$ cat src/lswn_pkg.sv
// shared types and constants of the line sensor window normalizer
`default_nettype none

package lswn_pkg;

   localparam int SAMPLE_W  = 12;
   localparam int KIND_W    = 3;
   localparam int FRAC_W    = 16;
   localparam int Q_W       = FRAC_W + 1;
   localparam int ERR_W     = Q_W + 1;
   localparam int CSR_IDX_W = 2;
   localparam int CSR_W     = Q_W;
   localparam int DIV_NUM_W = SAMPLE_W + FRAC_W;
   localparam int DIV_DEN_W = SAMPLE_W;

   localparam logic [Q_W-1:0]      Q_ONE          = Q_W'(65536);
   localparam logic [SAMPLE_W-1:0] RAW_MIN_RESET  = SAMPLE_W'(0);
   localparam logic [SAMPLE_W-1:0] RAW_MAX_RESET  = SAMPLE_W'(4095);
   localparam logic [Q_W-1:0]      CENTER_RESET   = Q_W'(32768);

   typedef enum logic [KIND_W-1:0] {
      KIND_SAMPLE = 3'd0,
      KIND_READ   = 3'd1,
      KIND_PEEK   = 3'd2,
      KIND_START  = 3'd3,
      KIND_STOP   = 3'd4
   } kind_type;

   typedef enum logic [CSR_IDX_W-1:0] {
      CSR_RAW_MIN = 2'd0,
      CSR_RAW_MAX = 2'd1,
      CSR_CENTER  = 2'd2,
      CSR_INVERT  = 2'd3
   } csr_index_type;

   typedef enum logic [2:0] {
      ST_IDLE,
      ST_SUM,
      ST_MEAN,
      ST_CAL,
      ST_NORM,
      ST_DONE
   } state_type;

endpackage

`default_nettype wire

$ cat src/lswn_chan_if.sv
// request and response channel interfaces
`default_nettype none

interface lswn_req_if;
   logic                              valid;
   logic                              ready;
   logic [lswn_pkg::KIND_W-1:0]       kind;
   logic [lswn_pkg::SAMPLE_W-1:0]     sample_value;

   modport source (output valid, output kind, output sample_value, input ready);
   modport sink   (input valid, input kind, input sample_value, output ready);
endinterface

interface lswn_rsp_if;
   logic                              valid;
   logic                              ready;
   logic                              is_active;
   logic                              was_fresh;
   logic [lswn_pkg::SAMPLE_W-1:0]     raw_average;
   logic [lswn_pkg::Q_W-1:0]          normalized;
   logic signed [lswn_pkg::ERR_W-1:0] position_error;

   modport source (output valid, output is_active, output was_fresh, output raw_average,
                   output normalized, output position_error, input ready);
   modport sink   (input valid, input is_active, input was_fresh, input raw_average,
                   input normalized, input position_error, output ready);
endinterface

`default_nettype wire

$ cat src/lswn_ram.sv
// generic single write port ram with registered read
`default_nettype none

module lswn_ram #(
   parameter int WIDTH = 12,
   parameter int DEPTH = 8
) (
   input  wire logic                     clock,
   input  wire logic                     wr_en,
   input  wire logic [$clog2(DEPTH)-1:0] wr_addr,
   input  wire logic [WIDTH-1:0]         wr_data,
   input  wire logic                     rd_en,
   input  wire logic [$clog2(DEPTH)-1:0] rd_addr,
   output      logic [WIDTH-1:0]         rd_data
);

   logic [WIDTH-1:0] mem_ff [DEPTH];
   logic [WIDTH-1:0] rd_data_ff;

   always_ff @(posedge clock) begin
      if (wr_en) begin
         mem_ff[wr_addr] <= wr_data;
      end
      if (rd_en) begin
         rd_data_ff <= mem_ff[rd_addr];
      end
   end

   assign rd_data = rd_data_ff;

endmodule

`default_nettype wire

$ cat src/lswn_div.sv
// restoring serial divider, one quotient bit per cycle
`default_nettype none

module lswn_div (
   input  wire logic                           clock,
   input  wire logic                           reset,
   input  wire logic                           start,
   input  wire logic [lswn_pkg::DIV_NUM_W-1:0] num,
   input  wire logic [lswn_pkg::DIV_DEN_W-1:0] den,
   output      logic                           busy,
   output      logic                           done,
   output      logic [lswn_pkg::DIV_NUM_W-1:0] quot
);

   localparam int NUM_W = lswn_pkg::DIV_NUM_W;
   localparam int DEN_W = lswn_pkg::DIV_DEN_W;
   localparam int CNT_W = $clog2(NUM_W + 1);

   logic             busy_ff;
   logic             done_ff;
   logic [CNT_W-1:0] cnt_ff;
   logic [DEN_W-1:0] rem_ff;
   logic [DEN_W-1:0] den_ff;
   logic [NUM_W-1:0] q_ff;
   logic [DEN_W:0]   trial;
   logic             fits;
   logic [DEN_W:0]   diff;

   always_comb begin
      trial = {rem_ff, q_ff[NUM_W-1]};
      fits  = (trial >= {1'b0, den_ff});
      diff  = trial - {1'b0, den_ff};
   end

   always_ff @(posedge clock) begin
      if (reset) begin
         busy_ff <= 1'b0;
         done_ff <= 1'b0;
         cnt_ff  <= '0;
      end else begin
         done_ff <= 1'b0;
         if (start) begin
            busy_ff <= 1'b1;
            cnt_ff  <= CNT_W'(NUM_W);
         end else if (busy_ff) begin
            cnt_ff <= cnt_ff - 1'b1;
            if (cnt_ff == CNT_W'(1)) begin
               busy_ff <= 1'b0;
               done_ff <= 1'b1;
            end
         end
      end
   end

   always_ff @(posedge clock) begin
      if (start) begin
         q_ff   <= num;
         rem_ff <= '0;
         den_ff <= den;
      end else if (busy_ff) begin
         q_ff   <= {q_ff[NUM_W-2:0], fits};
         rem_ff <= fits ? diff[DEN_W-1:0] : trial[DEN_W-1:0];
      end
   end

   assign busy = busy_ff;
   assign done = done_ff;
   assign quot = q_ff;

endmodule

`default_nettype wire

$ cat src/line_sensor_window_normalizer_top.sv
// top level: window store, sequencer and calibration of the line sensor normalizer
//
// Keeps the last WINDOW_LEN samples in a small ram and answers read and peek items with the
// window mean calibrated to unsigned Q.16. Sample, start and stop items produce no response.
// An active read or peek holds the input until its response is loaded. The window is summed
// one ram read per cycle. The mean is formed by reciprocal multiplication in ST_MEAN and
// calibrated in ST_CAL. The 28-bit serial divider then forms the calibration ratio, one
// quotient bit per cycle, and ST_DONE loads the response. When the mean clamps or the
// calibration span is empty the divider is skipped. A read or peek while inactive skips the
// sum and goes straight to ST_DONE. A response that still waits for ready adds its stall
// cycles. The window reads as zero from reset until each slot is written; no clearing pass
// is needed. A finished response waits in the output register while the next item is taken.
`default_nettype none

module line_sensor_window_normalizer_top #(
   parameter int WINDOW_LEN = 8
) (
   input  wire logic                                 clock,
   input  wire logic                                 reset,
   lswn_req_if.sink                                  req_if,
   lswn_rsp_if.source                                rsp_if,
   input  wire logic                                 csr_we,
   input  wire logic [lswn_pkg::CSR_IDX_W-1:0]       csr_index,
   input  wire logic [lswn_pkg::CSR_W-1:0]           csr_wdata
);

   localparam int ADDR_W = $clog2(WINDOW_LEN);
   localparam int CNT_W  = $clog2(WINDOW_LEN + 1);
   localparam int SW     = lswn_pkg::SAMPLE_W;
   localparam int SUM_W  = SW + $clog2(WINDOW_LEN);
   localparam int PROD_W = 2 * SUM_W + 1;
   localparam int NUM_W  = lswn_pkg::DIV_NUM_W;
   localparam int DEN_W  = lswn_pkg::DIV_DEN_W;
   localparam int FRAC_W = lswn_pkg::FRAC_W;
   localparam int Q_W    = lswn_pkg::Q_W;
   localparam int ERR_W  = lswn_pkg::ERR_W;

   localparam logic [ADDR_W-1:0] HALF_SLOT = ADDR_W'(WINDOW_LEN / 2 - 1);
   localparam logic [ADDR_W-1:0] LAST_SLOT = ADDR_W'(WINDOW_LEN - 1);
   localparam logic [CNT_W-1:0]  CNT_END   = CNT_W'(WINDOW_LEN);
   // ceil(2^(SUM_W+ADDR_W) / WINDOW_LEN), exact floor division for any window sum
   localparam logic [SUM_W:0]    MEAN_RECIP = (SUM_W + 1)'(
      ((longint'(1) << (SUM_W + ADDR_W)) + longint'(WINDOW_LEN) - longint'(1))
      / longint'(WINDOW_LEN));

   lswn_pkg::state_type state_ff;
   lswn_pkg::state_type state_in;

   logic                  active_ff;
   logic                  fresh_ff;
   logic [ADDR_W-1:0]     slot_ff;
   logic [WINDOW_LEN-1:0] valid_ff;
   logic [SW-1:0]         min_ff;
   logic [SW-1:0]         max_ff;
   logic [Q_W-1:0]        center_ff;
   logic                  invert_ff;

   logic [CNT_W-1:0]      idx_ff;
   logic                  pend_ff;
   logic                  pend_ok_ff;
   logic [SUM_W-1:0]      sum_ff;
   logic [SW-1:0]         avg_ff;
   logic [Q_W-1:0]        norm_ff;
   logic                  act_cap_ff;
   logic                  fresh_cap_ff;

   logic                  rsp_valid_ff;
   logic                  rsp_active_ff;
   logic                  rsp_fresh_ff;
   logic [SW-1:0]         rsp_avg_ff;
   logic [Q_W-1:0]        rsp_norm_ff;
   logic [ERR_W-1:0]      rsp_err_ff;

   logic                  accept;
   logic                  is_query;
   logic                  sum_last;
   logic                  rd_en;
   logic [ADDR_W-1:0]     rd_addr;
   logic [SW-1:0]         rd_data;
   logic                  ram_we;
   logic [PROD_W-1:0]     mean_prod;
   logic                  div_start;
   logic                  div_busy;
   logic                  div_done;
   logic [NUM_W-1:0]      div_num;
   logic [DEN_W-1:0]      div_den;
   logic [NUM_W-1:0]      div_quot;
   logic                  out_load;
   logic                  cal_bad;
   logic                  cal_div;
   logic [Q_W-1:0]        cal_n;
   logic [Q_W-1:0]        cal_inv;
   logic [Q_W-1:0]        quot_inv;
   logic [ERR_W-1:0]      err_calc;

   assign accept   = req_if.valid & req_if.ready;
   assign is_query = (req_if.kind == lswn_pkg::KIND_READ) || (req_if.kind == lswn_pkg::KIND_PEEK);
   assign sum_last = (idx_ff == CNT_END) && !pend_ff;
   assign rd_addr  = idx_ff[ADDR_W-1:0];

   // window mean by reciprocal multiplication
   assign mean_prod = PROD_W'(sum_ff) * PROD_W'(MEAN_RECIP);

   // calibration decisions on the registered mean
   always_comb begin
      cal_bad  = (max_ff <= min_ff);
      cal_div  = !cal_bad && (avg_ff > min_ff) && (avg_ff < max_ff);
      cal_n    = (avg_ff >= max_ff) ? lswn_pkg::Q_ONE : '0;
      cal_inv  = invert_ff ? (lswn_pkg::Q_ONE - cal_n) : cal_n;
      quot_inv = invert_ff ? (lswn_pkg::Q_ONE - div_quot[Q_W-1:0]) : div_quot[Q_W-1:0];
      err_calc = {1'b0, norm_ff} - {1'b0, center_ff};
   end

   always_comb begin
      div_num = {avg_ff - min_ff, {FRAC_W{1'b0}}};
      div_den = max_ff - min_ff;
   end

   // next state
   always_comb begin
      state_in = state_ff;
      case (state_ff)
         lswn_pkg::ST_IDLE: begin
            if (accept && is_query) begin
               state_in = active_ff ? lswn_pkg::ST_SUM : lswn_pkg::ST_DONE;
            end
         end
         lswn_pkg::ST_SUM: begin
            if (sum_last) begin
               state_in = lswn_pkg::ST_MEAN;
            end
         end
         lswn_pkg::ST_MEAN: begin
            state_in = lswn_pkg::ST_CAL;
         end
         lswn_pkg::ST_CAL: begin
            state_in = cal_div ? lswn_pkg::ST_NORM : lswn_pkg::ST_DONE;
         end
         lswn_pkg::ST_NORM: begin
            if (div_done) begin
               state_in = lswn_pkg::ST_DONE;
            end
         end
         lswn_pkg::ST_DONE: begin
            if (!rsp_valid_ff || rsp_if.ready) begin
               state_in = lswn_pkg::ST_IDLE;
            end
         end
         default: begin
            state_in = lswn_pkg::ST_IDLE;
         end
      endcase
   end

   // state outputs
   always_comb begin
      req_if.ready = 1'b0;
      rd_en        = 1'b0;
      div_start    = 1'b0;
      out_load     = 1'b0;
      case (state_ff)
         lswn_pkg::ST_IDLE: begin
            req_if.ready = 1'b1;
         end
         lswn_pkg::ST_SUM: begin
            rd_en = (idx_ff < CNT_END);
         end
         lswn_pkg::ST_CAL: begin
            div_start = cal_div;
         end
         lswn_pkg::ST_DONE: begin
            out_load = !rsp_valid_ff || rsp_if.ready;
         end
         default: begin
            req_if.ready = 1'b0;
         end
      endcase
   end

   assign ram_we = accept && (req_if.kind == lswn_pkg::KIND_SAMPLE) && active_ff;

   lswn_ram #(
      .WIDTH (SW),
      .DEPTH (WINDOW_LEN)
   ) u_window (
      .clock   (clock),
      .wr_en   (ram_we),
      .wr_addr (slot_ff),
      .wr_data (req_if.sample_value),
      .rd_en   (rd_en),
      .rd_addr (rd_addr),
      .rd_data (rd_data)
   );

   lswn_div u_div (
      .clock (clock),
      .reset (reset),
      .start (div_start),
      .num   (div_num),
      .den   (div_den),
      .busy  (div_busy),
      .done  (div_done),
      .quot  (div_quot)
   );

   // control state
   always_ff @(posedge clock) begin
      if (reset) begin
         state_ff     <= lswn_pkg::ST_IDLE;
         active_ff    <= 1'b0;
         fresh_ff     <= 1'b0;
         slot_ff      <= '0;
         valid_ff     <= '0;
         min_ff       <= lswn_pkg::RAW_MIN_RESET;
         max_ff       <= lswn_pkg::RAW_MAX_RESET;
         center_ff    <= lswn_pkg::CENTER_RESET;
         invert_ff    <= 1'b0;
         idx_ff       <= '0;
         pend_ff      <= 1'b0;
         rsp_valid_ff <= 1'b0;
      end else begin
         state_ff <= state_in;

         if (csr_we) begin
            case (csr_index)
               lswn_pkg::CSR_RAW_MIN: min_ff <= csr_wdata[SW-1:0];
               lswn_pkg::CSR_RAW_MAX: max_ff <= csr_wdata[SW-1:0];
               lswn_pkg::CSR_CENTER: begin
                  center_ff <= (csr_wdata > lswn_pkg::Q_ONE) ? lswn_pkg::Q_ONE : csr_wdata;
               end
               lswn_pkg::CSR_INVERT:  invert_ff <= csr_wdata[0];
               default: begin
                  invert_ff <= invert_ff;
               end
            endcase
         end

         if (accept) begin
            case (req_if.kind)
               lswn_pkg::KIND_SAMPLE: begin
                  if (active_ff) begin
                     valid_ff[slot_ff] <= 1'b1;
                     slot_ff <= (slot_ff == LAST_SLOT) ? '0 : slot_ff + 1'b1;
                     if (slot_ff == HALF_SLOT || slot_ff == LAST_SLOT) begin
                        fresh_ff <= 1'b1;
                     end
                  end
               end
               lswn_pkg::KIND_READ: begin
                  if (active_ff) begin
                     fresh_ff <= 1'b0;
                  end
                  idx_ff  <= '0;
                  pend_ff <= 1'b0;
               end
               lswn_pkg::KIND_PEEK: begin
                  idx_ff  <= '0;
                  pend_ff <= 1'b0;
               end
               lswn_pkg::KIND_START: begin
                  active_ff <= 1'b1;
                  fresh_ff  <= 1'b0;
                  slot_ff   <= '0;
               end
               lswn_pkg::KIND_STOP: begin
                  active_ff <= 1'b0;
                  fresh_ff  <= 1'b0;
               end
               default: begin
                  active_ff <= active_ff;
               end
            endcase
         end

         if (state_ff == lswn_pkg::ST_SUM) begin
            pend_ff <= rd_en;
            if (rd_en) begin
               idx_ff <= idx_ff + 1'b1;
            end
         end

         if (out_load) begin
            rsp_valid_ff <= 1'b1;
         end else if (rsp_if.ready) begin
            rsp_valid_ff <= 1'b0;
         end
      end
   end

   // datapath
   always_ff @(posedge clock) begin
      if (accept && is_query) begin
         act_cap_ff   <= active_ff;
         fresh_cap_ff <= fresh_ff & active_ff;
         sum_ff       <= '0;
         avg_ff       <= '0;
         norm_ff      <= center_ff;
      end
      if (state_ff == lswn_pkg::ST_SUM) begin
         pend_ok_ff <= valid_ff[rd_addr];
         if (pend_ff && pend_ok_ff) begin
            sum_ff <= sum_ff + SUM_W'(rd_data);
         end
      end
      if (state_ff == lswn_pkg::ST_MEAN) begin
         avg_ff <= mean_prod[SUM_W + ADDR_W +: SW];
      end
      if (state_ff == lswn_pkg::ST_CAL && !cal_div) begin
         norm_ff <= cal_bad ? '0 : cal_inv;
      end
      if (state_ff == lswn_pkg::ST_NORM && div_done) begin
         norm_ff <= quot_inv;
      end
      if (out_load) begin
         rsp_active_ff <= act_cap_ff;
         rsp_fresh_ff  <= fresh_cap_ff;
         rsp_avg_ff    <= avg_ff;
         rsp_norm_ff   <= norm_ff;
         rsp_err_ff    <= err_calc;
      end
   end

   assign rsp_if.valid          = rsp_valid_ff;
   assign rsp_if.is_active      = rsp_active_ff;
   assign rsp_if.was_fresh      = rsp_fresh_ff;
   assign rsp_if.raw_average    = rsp_avg_ff;
   assign rsp_if.normalized     = rsp_norm_ff;
   assign rsp_if.position_error = $signed(rsp_err_ff);

`ifndef SYNTHESIS
   a_div_start_idle: assert property (@(posedge clock) disable iff (reset)
      div_start |-> !div_busy)
      else $error("divider started while busy");

   a_query_active_sums: assert property (@(posedge clock) disable iff (reset)
      (accept && is_query && active_ff) |=> (state_ff == lswn_pkg::ST_SUM))
      else $error("active query did not start window sum");

   a_sample_advances: assert property (@(posedge clock) disable iff (reset)
      ram_we |=> (slot_ff != $past(slot_ff)))
      else $error("write slot did not advance on sample");

   a_stop_clears: assert property (@(posedge clock) disable iff (reset)
      (accept && req_if.kind == lswn_pkg::KIND_STOP) |=> (!active_ff && !fresh_ff))
      else $error("stop left acquisition or fresh flag set");

   a_norm_range: assert property (@(posedge clock) disable iff (reset)
      rsp_valid_ff |-> (rsp_norm_ff <= lswn_pkg::Q_ONE))
      else $error("normalized value out of range");
`endif

endmodule

`default_nettype wire
$ cat src/flat_wrapper.sv
// flat-port wrapper written by rule: the top's interface ports become plain ports
module line_sensor_window_normalizer_top_flat 
#(
   parameter int WINDOW_LEN = 8
)
  (clock, reset, csr_we, csr_index, csr_wdata, req_if_valid, req_if_kind, req_if_sample_value, req_if_ready, rsp_if_valid, rsp_if_is_active, rsp_if_was_fresh, rsp_if_raw_average, rsp_if_normalized, rsp_if_position_error, rsp_if_ready);
  lswn_req_if req_if_i ();
  lswn_rsp_if rsp_if_i ();
  input  wire logic clock;
  input  wire logic reset;
  input  wire logic csr_we;
  input  wire logic [lswn_pkg::CSR_IDX_W-1:0] csr_index;
  input  wire logic [lswn_pkg::CSR_W-1:0] csr_wdata;
  input wire logic [$bits(req_if_i.valid)-1:0] req_if_valid;
  input wire logic [$bits(req_if_i.kind)-1:0] req_if_kind;
  input wire logic [$bits(req_if_i.sample_value)-1:0] req_if_sample_value;
  output wire logic [$bits(req_if_i.ready)-1:0] req_if_ready;
  output wire logic [$bits(rsp_if_i.valid)-1:0] rsp_if_valid;
  output wire logic [$bits(rsp_if_i.is_active)-1:0] rsp_if_is_active;
  output wire logic [$bits(rsp_if_i.was_fresh)-1:0] rsp_if_was_fresh;
  output wire logic [$bits(rsp_if_i.raw_average)-1:0] rsp_if_raw_average;
  output wire logic [$bits(rsp_if_i.normalized)-1:0] rsp_if_normalized;
  output wire logic [$bits(rsp_if_i.position_error)-1:0] rsp_if_position_error;
  input wire logic [$bits(rsp_if_i.ready)-1:0] rsp_if_ready;
  assign req_if_i.valid = req_if_valid;
  assign req_if_i.kind = req_if_kind;
  assign req_if_i.sample_value = req_if_sample_value;
  assign req_if_ready = req_if_i.ready;
  assign rsp_if_valid = rsp_if_i.valid;
  assign rsp_if_is_active = rsp_if_i.is_active;
  assign rsp_if_was_fresh = rsp_if_i.was_fresh;
  assign rsp_if_raw_average = rsp_if_i.raw_average;
  assign rsp_if_normalized = rsp_if_i.normalized;
  assign rsp_if_position_error = rsp_if_i.position_error;
  assign rsp_if_i.ready = rsp_if_ready;
  line_sensor_window_normalizer_top #(.WINDOW_LEN(WINDOW_LEN)) u_core (.clock(clock), .reset(reset), .req_if(req_if_i), .rsp_if(rsp_if_i), .csr_we(csr_we), .csr_index(csr_index), .csr_wdata(csr_wdata));
endmodule
$ cat config.mk
export PLATFORM = sky130hd
export DESIGN_NAME = line_sensor_window_normalizer_top_flat
export DESIGN_NICKNAME = d
export VERILOG_FILES = /design/src/lswn_pkg.sv /design/src/lswn_chan_if.sv /design/src/lswn_ram.sv /design/src/lswn_div.sv /design/src/line_sensor_window_normalizer_top.sv /design/src/flat_wrapper.sv
export SDC_FILE = /design/constraint.sdc
export NUM_CORES = 1
export LEC_CHECK = 0
export BUFFER_PORTS_ARGS = -buffer_cell sky130_fd_sc_hd__buf_2
export CAP_MARGIN = 20
export CORE_ASPECT_RATIO = 0.8
export CORE_MARGIN = 3
export CORE_UTILIZATION = 55
export DETAILED_ROUTE_END_ITERATION = 6
export PLACE_DENSITY = 0.78
export SYNTH_ARGS = -nofsm -noshare
export SYNTH_HDL_FRONTEND = slang
export SYNTH_SLANG_ARGS = --single-unit
$ cat constraint.sdc
create_clock -name clock -period 2.9 [get_ports clock]
set_input_delay 0.29 -clock clock [delete_from_list [all_inputs] [get_ports clock]]
set_output_delay 0.29 -clock clock [all_outputs]
set_load 0.005 [all_outputs]
# --- After elaboration in Yosys (flattened, before gate mapping) ---
# Memory sizes are Yosys's and may differ from the RTL's. A register that Yosys moved wholly into a read port is not among the register bits.
# Index checks and enable logic that the tools add are counted.
totals:
  ff_bits: 219
  latch_bits: 0
  ram_bits: 96
  mem_bits_ro: 0
  input_bits: 39
  output_inout_bits: 51
  wordCells: 178
  memories: 1
op_classes:
  add_sub_neg: 10
  multipliers: 0
  n_div: 0
  magnitude_cmp: 10
  n_eq_ne: 23
  shifts: 0
  mux: 56
  bitwise: 4
  reduce_logical: 43
memory_table:
  columns: ["memory", "words", "width", "rd", "rd_clocked_by_memory_dff", "wr", "line_no", "text"]
  rows:
  - ["u_core.u_window.mem_ff", 8, 12, 1, 1, 1, "lswn_ram.sv:17", "logic [WIDTH-1:0] mem_ff [DEPTH];"]
op_table:
  columns: ["cell", "count"]
  rows:
  - ["$mux 17", 8]
  - ["$mux 28", 2]
  - ["$mux 15", 3]
  - ["$mux 12", 3]
  - ["$sub 12x12->12", 3]
  - ["$sub 17x17->17 const A", 2]
  - ["$mux 1", 21]
  - ["$mux 3", 7]
  - ["$pmux 3 s6", 1]
  - ["$sub 17x17->18", 1]
  - ["$gt 17x17->1 const B", 1]
  - ["$mux 4", 4]
  - ["$add 15x12->15", 1]
  - ["$eq 3x2->1 const B", 5]
  - ["$reduce_bool 2->1", 7]
  - ["$ge 13x12->1", 1]
  - ["$eq 3x3->1 const B", 4]
  - ["$ge 12x12->1", 1]
  - ["$gt 12x12->1", 1]
  - ["$le 12x12->1", 1]
  - ["$lt 12x12->1", 1]
  - ["$reduce_and 2->1", 6]
  - ["$logic_and 1x1->1", 10]
  - ["$mux 5", 2]
  - ["other kinds (31)", 50]

# --- Depth between registers and ports, before layout ---
depth:
  word_depth: 8
  mapped_depth: 12
  mapped_depth_nobuf: 11

# --- By module ---
# A second synthesis with hierarchy kept.
hier_totals:
  hier_cells: 1327
  hier_area_um2: 16057.9
by_module_without_submodules:
  columns: ["mod", "instances", "cells_per_inst", "area_per_inst_um2", "seq_area_each_um2"]
  rows:
  - ["line_sensor_window_normalizer_top", 1, 907, 8872.3, 4013.8]
  - ["lswn_ram", 1, 164, 4107.7, 3243.1]
  - ["lswn_div", 1, 256, 3078.0, 1581.5]

# --- Worst setup path after synthesis ---
# Ideal clock, no wire load.
synth_path:
  kind: "flip-flop to flip-flop"
  from: "reg u_core.state_ff[2]"
  to: "reg u_core.rsp_active_ff (netlist: u_core.rsp_if.is_active), enable pin"
  setup_ps: 456
  arrival_time_ps: 2729
  required_ps: 2444
  path_slack_ps: -285
  path_stages_with_launch: 4
  n_path_buf: 1
  synth_period_minus_slack_ps: 3185
  path_cell_list: "dfxtp_1 > clkbuf_1 > nand3b_1 > nor2_1"
synth_via:
  elab_chain_len: 2
synth_rtl:
  columns: ["element", "line_no", "text"]
  rows:
  - ["from (decl)", "line_sensor_window_normalizer_top.sv:46", "lswn_pkg::state_type state_ff;"]
  - ["from (signal assigned)", "line_sensor_window_normalizer_top.sv:209", "state_ff <= lswn_pkg::ST_IDLE;"]
  - ["from (signal assigned)", "line_sensor_window_normalizer_top.sv:222", "state_ff <= state_in;"]
  - ["$eq 3x3->1", "line_sensor_window_normalizer_top.sv:161", "case (state_ff)"]
  - ["$mux 1", "line_sensor_window_normalizer_top.sv:161", null]
  - ["via u_core.out_load", "line_sensor_window_normalizer_top.sv:88", "logic out_load;"]
  - ["to (signal assigned)", "line_sensor_window_normalizer_top.sv:315", "rsp_active_ff <= act_cap_ff;"]
  - ["to (decl)", "line_sensor_window_normalizer_top.sv:68", "logic rsp_active_ff;"]
# The timed path passes the listed nets, and every way through them passes these cells.
# A chain may end at the register's enable or synchronous reset.

# --- Worst setup path in the final report ---
layout_path:
  from: "reg u_core.avg_ff[2]"
  to: "reg u_core.u_div.q_ff[27] (netlist: u_core.u_div.quot[27]) (data pin)"
layout_via:
  elab_chain_len: 5
  word_cells_on_any_way: 7
  cone_classes: "add/sub (1); order compare (2); mux (2); reduce/logical (2)"
layout_rtl:
  columns: ["element", "line_no", "text"]
  rows:
  - ["from (decl)", "line_sensor_window_normalizer_top.sv:62", "logic [SW-1:0] avg_ff;"]
  - ["from (signal assigned)", "line_sensor_window_normalizer_top.sv:306", "avg_ff <= mean_prod[SUM_W + ADDR_W +: SW];"]
  - ["$gt 12x12->1", "line_sensor_window_normalizer_top.sv:107", "cal_div = !cal_bad && (avg_ff > min_ff) && (avg_ff < max_ff);"]
  - ["$logic_and 1x1->1 (2 in series)", "line_sensor_window_normalizer_top.sv:107", null]
  - ["$mux 1", "line_sensor_window_normalizer_top.sv:161", null]
  - ["$mux 28 (*)", "lswn_div.sv:56", "if (start) begin"]
  - ["to (signal assigned)", "lswn_div.sv:57", "q_ff <= num;"]
  - ["to (signal assigned)", "lswn_div.sv:61", "q_ff <= {q_ff[NUM_W-2:0], fits};"]
  - ["to (decl)", "lswn_div.sv:24", "logic [NUM_W-1:0] q_ff;"]
# Mark *: on every way between the ends. The rest lies on a longest branch, timed or not.

==> summary.md <==
| Metric | Value |
|---|---|
| Synth top cells by count | edfxtp_1 (213), nor2_1 (128), dfxtp_1 (114) |
| GR Util met3 | under 10% |
| Post-DP HPWL | 25660 um |
| Count leader, synth | edfxtp_1 |
| Synth area leaders | edfxtp_1 (41%), dfxtp_1 (15%), ha_1 (6.8%) |
| Vias in the first global route | 10900 |
| Area Overhead vs Synth | 15.68% |
| PnR worst setup slack | 55.50 ps |
| Largest net degree at the start of global routing | 51 |
| Via count | 11210 |
| WHS Path Cells | 1 |
| Slew HR | 27.33% |
| Slew at the pin with the worst max-slew slack | 1086 ps |
| Full die area | between 0.03 and 0.04 mm2 |
| Flip-flop and latch count after synthesis | 327 |
| Asr flop ratio synth | 0% |
| Wire per inst | 19.16 um |
| # clock sinks | 327 |
| Yosys cell types | 69 |
| Mux contribution to synthesized area | 6.505% |
| Crit path max fanout | 4 |
| Cell taking the most area after synthesis | edfxtp_1 |
| First-pass GRT wire length | a little under 60000 um |
| Worst-path clk slew | 70 ps |
| WS Path Type | reg -> reg |
| Fin area | 0.01820 mm2 |
| Pwr/cell area | 596.5 mW/mm2 |
| Share of the synthesized area in the top cell type | about 41% |
| Worst r2r dst | u_core.u_div.quot[27] |
| Routing usage on met2 | 37.04% |
| Post-synthesis simple-gate area fraction | 13.00% |
| Post-synthesis xor/xnor area fraction | 3.730% |
| Core Region | 0.02770 mm2 |
| Syn. warnings | 0 |
| Max_cap viols | 0 |
| Sequential area share after synthesis | 55.16% |
| Synthesized area | between 0.015 and 0.02 mm2 |
| Final global-route overflow total | 0 |
| Status | completed |
| Die Width | 195.1 um |
| Critical Path Start Type | flip-flop |
| RePlAce Congestion | 0.8774 |
| Worst EP required | 3140 ps |
| Post-synth EDFFs | 213 |
| Final Critical Period | 2844 ps |
| Share of cells above drive strength 1 | between 10% and 20% |
| Nets | 1645 |
| Final WL | 36500 um |
| TritonCTS Buffers | 34 |
| Inst Count DP | 1841 |
| Clock Tree Root | clkbuf_16 |
| Static Leak | 7.063 nW |
| DR pass1 iterations | 5 |
| Number of H-tree levels | 2 |
| Skew-Pair Late Insertion Delay | between 500 and 600 ps |
| Crit end category | flip-flop |
| Die Height | about 160 um |
| Tot GR Track Use | 23.62% |
| Post-Place Setup Slack | -26.63 ps |
| Diodes inserted | 0 |
| GR Layer Usage met1 | 34.46% |
| CTS tree | yes |
| Port bufs | 89 |
| Largest family of logic cells by synthesized area | simple AND/OR/NAND/NOR gates |
| Ys flop type | edfxtp_1 |
| Clock skew | 19.95 ps |
| I/O pins | 90 |
| Initial antenna violation count | 1 |
| Register-to-Register Path Depth | 10 |
| R2R Path Start | u_core.avg_ff[2] |
| Gr busiest metal | met2 |
| Placement Cell Area | 0.01700 mm2 |
| Adder-Cell Fraction of Synth Area | 7.396% |
| Final cell count without fillers | 1905 |
| Syn Inst Count | around 1400 |
| Hold path endpoint | u_core.u_window.mem_ff[6][5] |
| Syn nets | 1503 |
| Vias per inst | 5.887 |
| Final Cycle Share | a little over nine tenths |
| Maximum vdd drop | 0.0005522 V |
| FF-to-FF setup slack | 60 ps |
| Compound-Gate Fraction of Synth Area | 10.78% |
| Syn Area/Cell | between 10 and 15 um2 |
| DR iter-0 viols | 981 |
| DRC errors left | 0 |
| CP arrival | 3090 ps |
| Final Max Slew Viols | 0 |
| Hold buffer count at cts | 0 |
| Max clock buf depth | 3 |
| Worst min path class | in -> reg |
| Final hold vios | 0 |
| Routed Antenna Nets | 0 |
| Starting Density | 56.79% |
| Worst hold start | req_if_sample_value[5] |
| Final setup fails | 0 |
| Std-Cell Rows | between 50 and 60 |
| F_max | 0.3516 GHz |
==> cell type report <==
class / instances / area (um2)
inverters: 84 / 315.3
repair buffers: 160 / 1028
clock buffers: 49 / 998.5
fillers: 2032 / 9503
well taps: 364 / 455.4
clock inverters: 12 / 101.3
flip-flops and latches: 327 / 8681
multi-input cells: 909 / 6619
==> per-layer routing <==
layer	share of wire (%)	vias to the layer above	routed length, um
met5	0	-	0
met4	2.3	0	843
met3	8.0	69	2936
met2	45	399	16500
met1	44	5421	16220
li1	-	5325	-
==> cells in the final DEF (no fill, tap or decap), types with 11 or more instances in the layout <==
cell type,Yosys,final
and3_1,21,21
nand3b_1,18,18
nor2b_1,15,14
xor2_1,28,28
a22oi_1,13,13
ha_1,85,84
a21o_1,16,16
nor2_1,128,125
mux2i_1,28,28
buf_4,1,67
nand2b_1,17,17
a21oi_1,74,73
clkbuf_16,0,35
nand4_1,11,11
xnor2_1,39,39
dfxtp_1,114,112
mux4_2,26,26
nor3_1,28,26
nand2_1,92,91
buf_2,6,89
nand3_1,40,40
o22ai_1,14,14
o21ai_0,69,66
mux2_2,14,14
inv_1,84,82
or2_2,11,11
edfxtp_1,213,213
==> critical path, stage by stage (launching register included) <==
cell,delay [ps]
edfxtp_1,400
ha_1,330
buf_4,160
o21ai_0,220
a21oi_1,110
o211a_1,250
o21a_1,210
o21a_1,230
o41ai_4,270
xor2_1,280
o21ai_0,110
==> how the worst max path moves through the flow <==
stage                                 from                      end  slack [ps]  cells after the start
final                     u_core.avg_ff[2]    u_core.u_div.quot[27]          60                     10
after global routing      u_core.avg_ff[2]    u_core.u_div.quot[27]         -70                     10
after floorplan           u_core.avg_ff[2]       u_core.norm_ff[16]         110                      9
after CTS                 u_core.avg_ff[0]       u_core.norm_ff[16]           3                     12
after detailed placement  u_core.avg_ff[0]   u_core.u_div.den_ff[8]         -30                     11
after global placement    u_core.avg_ff[0]  u_core.u_div.den_ff[11]          40                     11
==> cell families after synthesis <==
family,after synthesis
multiplexers,68
flip-flops,327
XOR/XNOR,67
AO/OA/AOI/OAI,266
AND/OR/NAND/NOR,418
buffers and inverters,138
adder cells (fa/ha/maj),90
==> metrics by stage <==
stage          utilization, %  power [mW]  TNS, ps  hold slack (ps)
6_report                65.70       10.86        0            54.64
3_5_place_dp            61.36       6.619   -311.7            407.1
3_3_place_gp            61.36       6.569        0            402.3
5_1_grt                 65.70       11.27   -104.4            44.64
2_1_floorplan               -       6.202        0            388.9
4_1_cts                 65.39       10.87        0            39.75
==> sequential cells by signal, indices dropped and copies added (netlist names), 3 cells and up <==
name	flops
u_core.sum_ff	15
u_core.idx_ff	4
u_core.center_ff	17
u_core.valid_ff	8
u_core.max_ff	12
u_core.u_window.mem_ff	96
u_core.min_ff	12
u_core.u_div.cnt_ff	5
u_core.slot_ff	3
u_core.norm_ff	17
u_core.u_div.rem_ff	12
u_core.avg_ff	12
u_core.u_div.den_ff	12
u_core.rsp_if.normalized	17
u_core.rsp_if.position_error	18
u_core.rsp_if.raw_average	12
u_core.state_ff	3
u_core.u_window.rd_data	12
u_core.u_div.quot	28
==> what timing repair did <==
action / in CTS / in global routing
gates resized for setup: 4 / 16
setup endpoints to repair: 27 / 85
setup buffers: 0 / 3
hold endpoints to repair: 0 / 0
pin swaps: 0 / 10
==> power by group <==
part / switching, mW / internal, mW / total (mW) / leakage, nW
sequential: 0.103 / 5.11 / 5.21 / 2.85
combinational: 0.779 / 0.590 / 1.37 / 3.67
clock: 1.78 / 2.50 / 4.28 / 0.545
Note: power is estimated with default switching activity, not from simulation.
